File: config.mk
export PLATFORM = sky130hd
export DESIGN_NAME = weighted_history_outlier_gate_unit
export DESIGN_NICKNAME = d
export VERILOG_FILES = /design/src/sv/whog_pkg.sv /design/src/sv/whog_hist_mem.sv /design/src/sv/whog_sq_unit.sv /design/src/sv/weighted_history_outlier_gate_unit.sv
export SDC_FILE = /design/constraint.sdc
export NUM_CORES = 2
export LEC_CHECK = 0
export ABC_AREA = 1
export BUFFER_PORTS_ARGS = -buffer_cell sky130_fd_sc_hd__buf_2
export CAP_MARGIN = 20
export CELL_PAD_IN_SITES_DETAIL_PLACEMENT = 2
export CELL_PAD_IN_SITES_GLOBAL_PLACEMENT = 2
export CORE_MARGIN = 5
export CORE_UTILIZATION = 42
export CTS_BUF_LIST = sky130_fd_sc_hd__clkbuf_2 sky130_fd_sc_hd__clkbuf_4 sky130_fd_sc_hd__clkbuf_8
export DETAILED_ROUTE_END_ITERATION = 10
export PLACE_DENSITY = 0.83
export SLEW_MARGIN = 10
export SYNTH_ARGS = -nofsm -noshare
export SYNTH_HDL_FRONTEND = slang
export SYNTH_SLANG_ARGS = --single-unit
File: constraint.sdc
create_clock -name clk -period 8.9 [get_ports clk]
set_input_delay 0 -clock clk [delete_from_list [all_inputs] [get_ports clk]]
set_output_delay 0 -clock clk [all_outputs]
set_load 0.02 [all_outputs]
File: src/sv/whog_pkg.sv
// ----------------------------------------------------------------------------
// whog_pkg
// Shared types and fixed constants of the weighted history outlier gate.
// ----------------------------------------------------------------------------
package whog_pkg;

  // field widths fixed by the interface
  localparam int COORD_W    = 24;
  localparam int GATE_W     = 24;
  localparam int FILL_OUT_W = 4;

  // gate register value after reset
  localparam logic [GATE_W-1:0] GATE_RESET = 24'd400;

  // two coordinates with 8 fraction bits each: scale of whole units squared
  localparam int FRAC_SHIFT = 16;

  // squaring sequence: three partial products for x, three for y
  localparam int SQ_STEP_W = 3;
  localparam logic [SQ_STEP_W-1:0] SQ_LAST = 3'd5;

  // control sequencer states
  typedef enum logic [2:0] {
    ST_IDLE,
    ST_WALK,
    ST_DIFF,
    ST_SQR,
    ST_CMP,
    ST_WRITE
  } gate_state_t;

endpackage

File: src/sv/whog_hist_mem.sv
// ----------------------------------------------------------------------------
// whog_hist_mem
// History store: one write port, one read port, read data registered.
// ----------------------------------------------------------------------------
module whog_hist_mem #(
  parameter int DEPTH  = 10,
  parameter int WIDTH  = 48,
  parameter int ADDR_W = 4
) (
  input  logic              clk,
  input  logic              rd_en,
  input  logic [ADDR_W-1:0] rd_addr,
  output logic [WIDTH-1:0]  rd_data,
  input  logic              wr_en,
  input  logic [ADDR_W-1:0] wr_addr,
  input  logic [WIDTH-1:0]  wr_data
);

  logic [WIDTH-1:0] mem [DEPTH];

  // store a beat of history
  always_ff @(posedge clk) begin
    if (wr_en) begin
      mem[wr_addr] <= wr_data;
    end
  end

  // fetch one entry into the registered read data
  always_ff @(posedge clk) begin
    if (rd_en) begin
      rd_data <= mem[rd_addr];
    end
  end

endmodule

File: src/sv/whog_sq_unit.sv
// ----------------------------------------------------------------------------
// whog_sq_unit
// Sum of two squares, accumulated from partial products of one half-width multiplier.
// ----------------------------------------------------------------------------
module whog_sq_unit #(
  parameter int OP_W = 30
) (
  input  logic              clk,
  input  logic              rst,
  input  logic              start,
  input  logic [OP_W-1:0]   op_x,
  input  logic [OP_W-1:0]   op_y,
  output logic              done,
  output logic [2*OP_W:0]   sum
);

  localparam int HW = (OP_W + 1) / 2;
  localparam int EW = 2 * OP_W + 1;

  logic                          busy;
  logic [whog_pkg::SQ_STEP_W-1:0] step;
  logic [OP_W-1:0]               sel;
  logic [2*HW-1:0]               ext;
  logic [HW-1:0]                 mul_a;
  logic [HW-1:0]                 mul_b;
  logic [2*HW-1:0]               prod;
  logic [EW-1:0]                 term;

  // pick operand and halves for this step
  always_comb begin
    sel   = (step < 3'd3) ? op_x : op_y;
    ext   = (2*HW)'(sel);
    mul_a = ext[HW-1:0];
    mul_b = ext[HW-1:0];
    term  = '0;
    prod  = mul_a * mul_b;
    unique case (step)
      3'd0, 3'd3: begin
        mul_a = ext[HW-1:0];
        mul_b = ext[HW-1:0];
        prod  = mul_a * mul_b;
        term  = EW'(prod);
      end
      3'd1, 3'd4: begin
        mul_a = ext[2*HW-1:HW];
        mul_b = ext[HW-1:0];
        prod  = mul_a * mul_b;
        term  = EW'(prod) << (HW + 1);
      end
      3'd2, 3'd5: begin
        mul_a = ext[2*HW-1:HW];
        mul_b = ext[2*HW-1:HW];
        prod  = mul_a * mul_b;
        term  = EW'(prod) << (2 * HW);
      end
      default: begin
        term = '0;
      end
    endcase
  end

  // sequence the steps, flag the final sum
  always_ff @(posedge clk) begin
    if (rst) begin
      busy <= 1'b0;
      done <= 1'b0;
      step <= '0;
    end else begin
      done <= 1'b0;
      if (start) begin
        busy <= 1'b1;
        step <= '0;
      end else if (busy) begin
        step <= step + 1'b1;
        if (step == whog_pkg::SQ_LAST) begin
          busy <= 1'b0;
          done <= 1'b1;
        end
      end
    end
  end

  // accumulate partial products
  always_ff @(posedge clk) begin
    if (start) begin
      sum <= '0;
    end else if (busy) begin
      sum <= sum + term;
    end
  end

endmodule

File: src/sv/weighted_history_outlier_gate_unit.sv
// Flow: with an empty history a beat goes straight to the result; otherwise the n
// stored entries are read one per cycle, the differences are squared in 6 steps,
// then compared against the gate. A new input is taken only once the previous
// result has been committed to the output register.
// Reset: synchronous, clears fill count, ring head, gate (to 400), handshake.
// ----------------------------------------------------------------------------
// weighted_history_outlier_gate_unit
// Weighted-mean outlier gate over a ring of accepted 2-D positions.
// ----------------------------------------------------------------------------
module weighted_history_outlier_gate_unit #(
  parameter int HISTORY_DEPTH = 10
) (
  input  logic                                clk,
  input  logic                                rst,
  input  logic                                pos_valid,
  output logic                                pos_ready,
  input  logic signed [whog_pkg::COORD_W-1:0] position_x,
  input  logic signed [whog_pkg::COORD_W-1:0] position_y,
  input  logic                                cfg_write_en,
  input  logic [whog_pkg::GATE_W-1:0]         cfg_write_data,
  output logic                                res_valid,
  input  logic                                res_ready,
  output logic                                accepted,
  output logic [whog_pkg::FILL_OUT_W-1:0]     history_fill
);

  localparam int CW   = whog_pkg::COORD_W;
  localparam int AW   = (HISTORY_DEPTH > 1) ? $clog2(HISTORY_DEPTH) : 1;
  localparam int FW   = $clog2(HISTORY_DEPTH + 1);
  localparam int QMAX = HISTORY_DEPTH * (HISTORY_DEPTH + 1) / 2;
  localparam int QW   = $clog2(QMAX + 1);
  localparam int SW   = CW + QW;
  localparam int DW   = SW + 1;
  localparam int ABW  = SW;
  localparam int EW   = 2 * ABW + 1;
  localparam int GPW  = whog_pkg::GATE_W + 2 * QW;
  localparam int RW   = GPW + whog_pkg::FRAC_SHIFT;
  localparam int MW   = 2 * CW;

  localparam logic [AW:0]   DEPTH_A = (AW + 1)'(HISTORY_DEPTH);
  localparam logic [FW-1:0] DEPTH_F = FW'(HISTORY_DEPTH);

  whog_pkg::gate_state_t state;
  whog_pkg::gate_state_t state_next;

  logic [whog_pkg::GATE_W-1:0] gate;
  logic [FW-1:0]               fill;
  logic [AW-1:0]               head;
  logic signed [CW-1:0]        px;
  logic signed [CW-1:0]        py;
  logic [FW-1:0]               issue_cnt;
  logic                        rd_pend;
  logic [FW-1:0]               rd_weight;
  logic signed [SW-1:0]        sx;
  logic signed [SW-1:0]        sy;
  logic [QW-1:0]               quan;
  logic [ABW-1:0]              dx_abs;
  logic [ABW-1:0]              dy_abs;
  logic [2*QW-1:0]             quan_sq;
  logic [RW-1:0]               rhs;
  logic                        pass;
  logic [FW-1:0]               res_fill;

  logic                        take_in;
  logic                        out_free;
  logic                        issue;
  logic                        full;
  logic                        commit;
  logic                        sq_start;
  logic                        sq_done;
  logic [EW-1:0]               sq_sum;
  logic [AW:0]                 rd_sum;
  logic [AW-1:0]               rd_addr;
  logic [AW:0]                 wr_sum;
  logic [AW-1:0]               wr_addr;
  logic [AW:0]                 head_sum;
  logic [AW-1:0]               head_inc;
  logic                        wr_en;
  logic [MW-1:0]               rd_data;
  logic signed [CW-1:0]        mem_x;
  logic signed [CW-1:0]        mem_y;
  logic signed [FW+CW:0]       prod_x;
  logic signed [FW+CW:0]       prod_y;
  logic signed [DW-1:0]        qx;
  logic signed [DW-1:0]        qy;
  logic signed [DW-1:0]        dx;
  logic signed [DW-1:0]        dy;
  logic [GPW-1:0]              gate_prod;
  logic [FW-1:0]               fill_after;

  // handshake and ring addressing
  always_comb begin
    take_in  = pos_valid && pos_ready;
    out_free = !res_valid || res_ready;
    issue    = (state == whog_pkg::ST_WALK) && (issue_cnt != fill);
    full     = (fill == DEPTH_F);
    commit   = (state == whog_pkg::ST_WRITE) && out_free;
    wr_en    = commit && pass;
    sq_start = (state == whog_pkg::ST_DIFF);

    rd_sum   = {1'b0, head} + (AW + 1)'(issue_cnt);
    rd_addr  = (rd_sum >= DEPTH_A) ? AW'(rd_sum - DEPTH_A) : AW'(rd_sum);
    wr_sum   = {1'b0, head} + (full ? '0 : (AW + 1)'(fill));
    wr_addr  = (wr_sum >= DEPTH_A) ? AW'(wr_sum - DEPTH_A) : AW'(wr_sum);
    head_sum = {1'b0, head} + 1'b1;
    head_inc = (head_sum >= DEPTH_A) ? AW'(head_sum - DEPTH_A) : AW'(head_sum);

    fill_after = (pass && !full) ? fill + 1'b1 : fill;
  end

  // weighted terms and scaled differences
  always_comb begin
    mem_x     = $signed(rd_data[CW-1:0]);
    mem_y     = $signed(rd_data[MW-1:CW]);
    prod_x    = $signed({1'b0, rd_weight}) * mem_x;
    prod_y    = $signed({1'b0, rd_weight}) * mem_y;
    qx        = $signed({1'b0, quan}) * px;
    qy        = $signed({1'b0, quan}) * py;
    dx        = qx - DW'(sx);
    dy        = qy - DW'(sy);
    gate_prod = GPW'(gate) * GPW'(quan_sq);
  end

  // next state and ready
  always_comb begin
    state_next = state;
    pos_ready  = (state == whog_pkg::ST_IDLE);
    unique case (state)
      whog_pkg::ST_IDLE: begin
        if (take_in) begin
          state_next = (fill == '0) ? whog_pkg::ST_WRITE : whog_pkg::ST_WALK;
        end
      end
      whog_pkg::ST_WALK: begin
        if (!issue) begin
          state_next = whog_pkg::ST_DIFF;
        end
      end
      whog_pkg::ST_DIFF: begin
        state_next = whog_pkg::ST_SQR;
      end
      whog_pkg::ST_SQR: begin
        if (sq_done) begin
          state_next = whog_pkg::ST_CMP;
        end
      end
      whog_pkg::ST_CMP: begin
        state_next = whog_pkg::ST_WRITE;
      end
      whog_pkg::ST_WRITE: begin
        if (out_free) begin
          state_next = whog_pkg::ST_IDLE;
        end
      end
      default: begin
        state_next = whog_pkg::ST_IDLE;
      end
    endcase
  end

  // hold control state
  always_ff @(posedge clk) begin
    if (rst) begin
      state     <= whog_pkg::ST_IDLE;
      gate      <= whog_pkg::GATE_RESET;
      fill      <= '0;
      head      <= '0;
      rd_pend   <= 1'b0;
      res_valid <= 1'b0;
    end else begin
      state   <= state_next;
      rd_pend <= issue;
      if (cfg_write_en) begin
        gate <= cfg_write_data;
      end
      if (wr_en) begin
        if (full) begin
          head <= head_inc;
        end else begin
          fill <= fill + 1'b1;
        end
      end
      if (commit) begin
        res_valid <= 1'b1;
      end else if (res_ready) begin
        res_valid <= 1'b0;
      end
    end
  end

  // walk history, form differences, compare
  always_ff @(posedge clk) begin
    rd_weight <= issue_cnt + 1'b1;
    if (take_in) begin
      px        <= position_x;
      py        <= position_y;
      sx        <= '0;
      sy        <= '0;
      quan      <= '0;
      issue_cnt <= '0;
      pass      <= 1'b1;
    end
    if (issue) begin
      issue_cnt <= issue_cnt + 1'b1;
    end
    if (rd_pend) begin
      sx   <= sx + SW'(prod_x);
      sy   <= sy + SW'(prod_y);
      quan <= quan + QW'(rd_weight);
    end
    if (state == whog_pkg::ST_DIFF) begin
      dx_abs  <= dx[DW-1] ? ABW'(-dx) : ABW'(dx);
      dy_abs  <= dy[DW-1] ? ABW'(-dy) : ABW'(dy);
      quan_sq <= quan * quan;
    end
    if (state == whog_pkg::ST_SQR) begin
      rhs <= {gate_prod, {whog_pkg::FRAC_SHIFT{1'b0}}};
    end
    if (state == whog_pkg::ST_CMP) begin
      pass <= !(sq_sum > EW'(rhs));
    end
    if (commit) begin
      accepted <= pass;
      res_fill <= fill_after;
    end
  end

  assign history_fill = whog_pkg::FILL_OUT_W'(res_fill);

  whog_hist_mem #(
    .DEPTH  (HISTORY_DEPTH),
    .WIDTH  (MW),
    .ADDR_W (AW)
  ) u_mem (
    .clk     (clk),
    .rd_en   (issue),
    .rd_addr (rd_addr),
    .rd_data (rd_data),
    .wr_en   (wr_en),
    .wr_addr (wr_addr),
    .wr_data ({py, px})
  );

  whog_sq_unit #(
    .OP_W (ABW)
  ) u_sq (
    .clk   (clk),
    .rst   (rst),
    .start (sq_start),
    .op_x  (dx_abs),
    .op_y  (dy_abs),
    .done  (sq_done),
    .sum   (sq_sum)
  );

endmodule

==> impl_metrics.ini <==
[sta]
rsz0062_at_grt = yes
maxClockFrequency_mhz = 92.1
timing.final.hold_violations = 0
tightestPinTransition_ns = 1.96
setup_total_negative_slack_ns = -26.62
setup_viol = 31
clock-skew-final_ns = 0.0980
timing.final.crit_period_ns = 10.86
layout_worst_path_cycle_share = 1.22
post-route-worst-setup-slack_ns = -1.96
headroom_to_the_max_slew_limit = -0.321
timing.hold.ws_ns = 0.148
timing_max_transition_violations_final = 2

[critical_path]
critical_path_arrival_ns = 11.81
timing.critical_path.mode_cell = inv_1
worstPathBufferInverterCount = 15
r2r_setup_slack_ns = -1.96
timing_worst_setup_path_type = register to register
start_kind = register
timing.critical_path.fanout_max = 12
timing.critical_path.max_delay_family = adder cells
worst_r2r_path_depth = 42
rr_endpoint = u_sq.sum[57]
cp_slowest_stage_delay_ns = 0.92
required_ns = 9.84
cpMaxStageDelayCell = fa_1
timing.rr.start = u_sq.step[0]
end_kind = register

[die]
core-area_sq_mm = 0.217
num_rows = 171
die_area_sq_mm = 0.226
ios = 84
start_util = 0.421
chipWidth_um = 476
die_height_um = 476

[routing]
routed_wirelength_normalized_by_instance_count_um = 37.5
vias = 92900
drtIter0Drc = 10400
drt_pass1_iterations = 6
drt_drc_violations_left = 0
wl_mm = 549
antenna_left = 0
post_drt_via_cell_ratio = 6.36

[grt]
grt_pass1_vias = 101000
antenna_found_initial = 30
globalRouteOverflowTotal = 0
grt_start_max_net_pins = 167
grt_use_total = 0.405
grt_pass1_wl_mm = 679

[yosys]
synthesis_stage_register_bit_count = 866
yosysTopAreaCellShare = 0.250
synthesis.area_per_instance_sq_um = 8.32
synthTopCellsByArea = edfxtp_1 25%, fa_1 23%, inv_1 10%
synthesis.nets = 12800
synth_edf_count = 759
synthArstFlopShare = 0
synth_ff_type = edfxtp_1
mapped_area_sq_mm = 0.0911
post-synth-top-area-cell = edfxtp_1
synth_sequential_area_ratio = 0.274
synthMostInstantiatedCell = inv_1
post_synthesis_cell_count = 11000
synth.cells.most_frequent = 2,530 x inv_1, 2,098 x nand2_1, 1,257 x nor2_1
number_of_distinct_library_cell_variants_in_the_gate_level_netlist_after_synthesis = 56
ys.warnings.count = 0

[clock_network]
tritoncts = yes
cts_h_tree_depth = 4
clkTransAtPathRegs_ns = 0.08
cts_root_buffer = clkbuf_8
bufs_on_longest_clock_path = 3
worst_skew_pair.late_latency_ns = 1.05
tritoncts.num_buffers = 163
cts_sink_cnt = 866

[worst_hold_path]
worstHoldPathCells = 5
holdCritStartpoint = rst
whs_endpoint = head[3]
timing.hold.worst.class = primary input to register

[cells_and_area]
area_added_between_synthesis_and_finish_pct = 16.1
fin_nets = 13500
drive_above_1_share = 0.115

[placed_design]
post-dp-hpwl_mm = 284
port-buffer-count = 83
gp_congestion = 0.918

[flow_run]
cap_viol_max_count = 1

[status]
outcome = finished with violations
failing_checks = capacitance limit, slew limit, setup timing
==> through the flow <==
stage | cells | util | area (sq um) | setup WS [ns]
3_5_place_dp | 14000 | 0.451 | 97600 | -0.601
3_3_place_gp | 14000 | 0.451 | 97600 | -0.0558
5_1_grt | 14600 | 0.488 | 106000 | -1.83
2_1_floorplan | 11000 | - | 91100 | 1.12
4_1_cts | 14500 | 0.477 | 103000 | -0.0356
6_report | 14600 | 0.489 | 106000 | -1.96
==> final cells by class <==
| cell class | instances | area, sq um |
|---|---|---|
| fill | 23800 | 111000 |
| clock buffer | 221 | 2740 |
| tap | 2854 | 3570 |
| antenna | 26 | 65.1 |
| timing repair buffer | 793 | 6700 |
| clock inverter | 79 | 803 |
| sequential | 866 | 24900 |
| inverter | 2547 | 9610 |
| multi-input combinational | 7236 | 57300 |
==> cells in the final DEF, fill, tap and decap left out, types with 304 or more instances in the layout <==
cell and n:
buf_4 474, o21ai_0 475, ha_1 704, edfxtp_1 759, nor2_1 1147, nand3_1 304, inv_1 2495, fa_1 1049
nand2_1 2062, a21oi_1 426
==> cell families after synthesis <==
| group | after synthesis | share of synthesized area |
|---|---|---|
| AO/OA/AOI/OAI | 1323 | 0.0783 |
| XOR/XNOR | 204 | 0.0202 |
| multiplexers | 48 | 0.00527 |
| AND/OR/NAND/NOR | 3848 | 0.167 |
| adder cells (fa/ha/maj) | 1812 | 0.336 |
| other | 1 | 0.0000411 |
| flip-flops | 866 | 0.274 |
| buffers and inverters | 2853 | 0.119 |
==> worst min-delay path, stage by stage <==
cell           delay (ns)
dlygate4sd3_1        0.52
buf_2                0.13
inv_1                0.23
o21ai_0              0.17
nor2_1               0.05
==> metal layers <==
metal	track usage	wire length [um]
met5	0	310
met4	0.302	68600
met3	0.0758	53600
met2	0.714	252000
met1	0.432	175000
==> registers in the layout (all words and copies together) (netlist names), 4 cells and up <==
| name | flops |
|---|---|
| sy | 30 |
| px | 24 |
| sx | 30 |
| u_sq.sum | 61 |
| rhs | 36 |
| rd_weight | 4 |
| u_mem.rd_data | 48 |
| u_mem.mem | 480 |
| history_fill | 4 |
| issue_cnt | 4 |
| quan | 6 |
| dy_abs | 30 |
| head | 4 |
| dx_abs | 30 |
| quan_sq | 11 |
| py | 24 |
| fill | 4 |
| gate | 24 |
==> worst max-delay path by stage <==
| stage | from | endpoint | slack, ns | cells after the start |
|---|---|---|---|---|
| after floorplan | u_sq.step[0] | u_sq.sum[53] | 1.12 | 41 |
| after global placement | u_sq.step[0] | u_sq.sum[36] | -0.06 | 43 |
| after CTS | u_sq.step[2] | u_sq.sum[59] | -0.04 | 41 |
| after global routing | u_sq.step[0] | u_sq.sum[57] | -1.83 | 40 |
| after detailed placement | u_sq.step[0] | u_sq.sum[56] | -0.60 | 41 |
| final | u_sq.step[0] | u_sq.sum[57] | -1.96 | 42 |
==> what timing repair did <==
| item | 4_1_cts | 5_1_grt |
|---|---|---|
| buffers inserted | 6 | 59 |
| hold buffers | 176 | 0 |
| hold endpoints to repair | 116 | 0 |
| pin swaps | 0 | 79 |
| resized for setup | 64 | 539 |
| endpoints found under the setup margin | 39 | 46 |
| cloned | 1 | 4 |
Power is not shown: default switching activity piles up to over one toggle a cycle in this logic, so the estimate is an artifact.
